[src/hw/rtl/tlsjf_ram.sv]
`default_nettype none
module tlsjf_ram #(
   parameter int Width = 48,
   parameter int Depth = 64
) (
   input  wire logic                     clock,
   input  wire logic                     wr_en,
   input  wire logic [$clog2(Depth)-1:0] wr_addr,
   input  wire logic [Width-1:0]         wr_data,
   input  wire logic [$clog2(Depth)-1:0] rd_addr,
   output logic [Width-1:0]              rd_data
);
   logic [Width-1:0] mem [Depth];

   always_ff @(posedge clock) begin
      if (wr_en) mem[wr_addr] <= wr_data;
      rd_data <= mem[rd_addr];
   end
endmodule
`default_nettype wire

[config.mk]
export PLATFORM = sky130hd
export DESIGN_NAME = tlsjf_ram
export DESIGN_NICKNAME = d
export VERILOG_FILES = /design/src/hw/rtl/tlsjf_ram.sv
export SDC_FILE = /design/constraint.sdc
export NUM_CORES = 2
export LEC_CHECK = 0
export BUFFER_PORTS_ARGS = -buffer_cell sky130_fd_sc_hd__buf_4
export CAP_MARGIN = 20
export CORE_MARGIN = 3
export CORE_UTILIZATION = 40
export CTS_CLUSTER_SIZE = 10
export DETAILED_ROUTE_END_ITERATION = 8
export GPL_TIMING_DRIVEN = 0
export HOLD_SLACK_MARGIN = 0.02
export PLACE_DENSITY = 0.55
export SYNTH_ARGS = -nofsm -noshare
export SYNTH_HDL_FRONTEND = slang
export SYNTH_SLANG_ARGS = --single-unit
[constraint.sdc]
create_clock -name clock -period 7.85 [get_ports clock]
set_input_delay 0.785 -clock clock [delete_from_list [all_inputs] [get_ports clock]]
set_output_delay 0.785 -clock clock [all_outputs]
set_load 0.02 [all_outputs]
==> qor.csv <==
metric,value,unit
Pleak,42.18,nW
ys async rst share,0,%
syn_nets,5032,
met1 Use GR,33.65,%
hold depth,1,
"Design Area, Final",0.1364,mm^2
GPL Wtd Cong,0.7922,
worst slew pin tran,1.225,ns
Std-Cell Rows,198,
Clock transition at path regs,0.05,ns
Layout Cells excl Fill,9624,
# Post-CTS Setup Buffers,0,
cell accounting for the most synthesized area,edfxtp_1,
Max Cap Viol,0,
worst path arrival time,5.01,ns
post-synthesis sequential area ratio,79.59,%
Yosys cell types,36,
CTS H-tree depth,5,
unrepaired setup endpoints after global routing,no,
vias per cell,6.054,
die outline width,547.1,um
Synth area leaders,"edfxtp_1 79%, mux4_2 14%, dfxtp_1 0.82%",
height of the chip,547.1,um
reg2reg path depth,5,
Fmax,0.2305,GHz
Final nets,5668,
Synthesis Warnings,0,
grt met2 use,37.12,%
area grow syn2layout,16.46,%
antenna violations before repair,16,
vias in the first global route,58060,
Hold Startpoint,wr_data[43],
ys flop type,edfxtp_1,
layout cells sized above 1,29.30,%
grt peak-use layer,met2,
Placed Instances,9142,
FF-to-FF setup slack,5.36,ns
CTS Buffer Depth,4,
hold_buf cts,0,
Setup CP Type,in -> reg,
worst path required time,8.52,ns
CTS Root Cell,clkbuf_16,
Starting Density,40.23,%
CTS tree,built,
final WL,353.3,mm
core region area,0.2911,mm^2
pwr/cell area,256.2,mW/mm^2
I/O pin count,110,
fin. max-slew vios,0,
Worst Hold Path EP,mem[35][43],
clk_skew,0.06584,ns
# setup viols final,0,
Peak VDD IR,160.0,uV
period utilization,55.27,%
Post-synth EDFFs,3072,
#FFs+latches synth,3120,
"Hold Vio Cnt, Final",0,
dpl ws,2.682,ns
TNS Setup,0,ns
Die Area,0.2993,mm^2
worst reg2reg startpoint,mem[42][40],
crit path capture type,flip-flop,
syn avg cell area,23.56,um^2
crit path max fanout,11,
via count,58270,
Skew-Pair Late Insertion Delay,0.88,ns
Initial DRC Count,8428,
cts bufs inserted,359,
min Tclk post-route,4.338,ns
# port buffers,101,
Slew headroom,18.32,%
largest net degree at the start of global routing,65,
Final WS setup,3.512,ns
hold_ws,0.4286,ns
Reg-to-Reg End,rd_data[40],
DRT Pass-1 Iters,6,
met3 usage,3.907,%
status,"complete, no violations",
Hold Path Class,in -> reg,
DP HPWL,230.8,mm
Synth Instances,4970,
first-pass GRT wire length,483.3,mm
Tot GR Track Use,23.30,%
CTS resizes,0,
DP Area,0.1267,mm^2
post-route antenna net violation count,0,
CTS sink cnt,3120,
Residual DRC,0,
CP startpoint kind,input pin,
global route overflow,0,
Post-Syn Area,0.1171,mm^2
post-DR wirelength/cell,36.71,um
area share of the largest cell type after synthesis,78.77,%
-- power by group --
group          switching (W)  total [W]  internal, W
combinational        0.00130    0.00194     0.000642
sequential         0.0000337     0.0185       0.0185
clock                0.00618     0.0145      0.00834
total                0.00751     0.0349       0.0274
-- cells in the mapped netlist (all sizes together) (7+ instances only) --
cell type and count:
a211oi 32, o221ai 28, dfxtp 48, buf 183, clkbuf 99, nand3 7, nand2 55, mux4 754
nor2 132, mux2i 63, edfxtp 3072, a21oi 74, nand2b 10, a22oi 72, o22ai 122, a22o 57
a221oi 83, a311oi 11, nor2b 24, mux2 12
-- layer usage --
metal | up-vias | routed length (um)
met4 | 2 | 8917
li1 | 22700 | -
met5 | - | 11
met1 | 32240 | 147000
met2 | 2871 | 169500
met3 | 448 | 27880
-- worst max-delay path, cell delays in order --
cell and delay, ns:
buf_2 0.20, buf_4 0.32, buf_4 0.42, buf_2 0.58
nand3b_1 0.91, o221ai_1 0.50, a21oi_1 0.13, nor2_1 0.83
a221oi_1 0.26
-- how the worst max path moves through the flow --
stage,startpoint,endpoint,slack [ns],depth (start not counted)
final,rd_addr[1],rd_data[34],3.51,9
after global routing,rd_addr[1],rd_data[34],3.50,9
after global placement,wr_addr[3],mem[48][7],-2.68,4
after CTS,rd_addr[1],rd_data[34],3.59,9
after floorplan,wr_addr[3],mem[48][0],2.78,4
after detailed placement,rd_addr[1],rd_data[34],2.68,9
-- sequential cells by signal, indices dropped and copies added, names as in the netlist --
register and cells:
mem 3072, rd_data 48
-- layout by cell type, fill, tap and decap left out, types with 74 or more instances in the layout --
cell,synthesis,routed
buf_12,0,115
o22ai_1,122,122
mux4_2,754,754
buf_4,62,165
a21oi_1,74,74
clkbuf_16,0,364
edfxtp_1,3072,3072
clkbuf_1,98,177
a221oi_1,83,83
buf_2,98,98
-- final cells by class --
| cell class | instances | area [um^2] |
|---|---|---|
| multi-input combinational | 1568 | 22890 |
| buffer | 282 | 1501 |
| clock inverter | 22 | 220.2 |
| timing repair buffer | 275 | 4258 |
| antenna | 11 | 27.53 |
| fill | 23780 | 154700 |
| tap | 3900 | 4880 |
| sequential | 3120 | 93210 |
| clock buffer | 446 | 9417 |
-- kinds of logic after synthesis --
family	synth area share, %
DFF	79.59
buffers and inverters	1.279
AOI/OAI and AO/OA	3.024
muxes	15.15
and+or+nand+nor	0.9572
-- per-stage QoR --
stage               power, W  utilization, %
finish               0.03495           46.86
global route         0.03587           46.85
CTS                  0.03518           46.84
detailed placement   0.02079           43.52
global placement     0.02072           42.17
floorplan            0.01976               -
No activity file was read; power rests on OpenSTA's default activity.
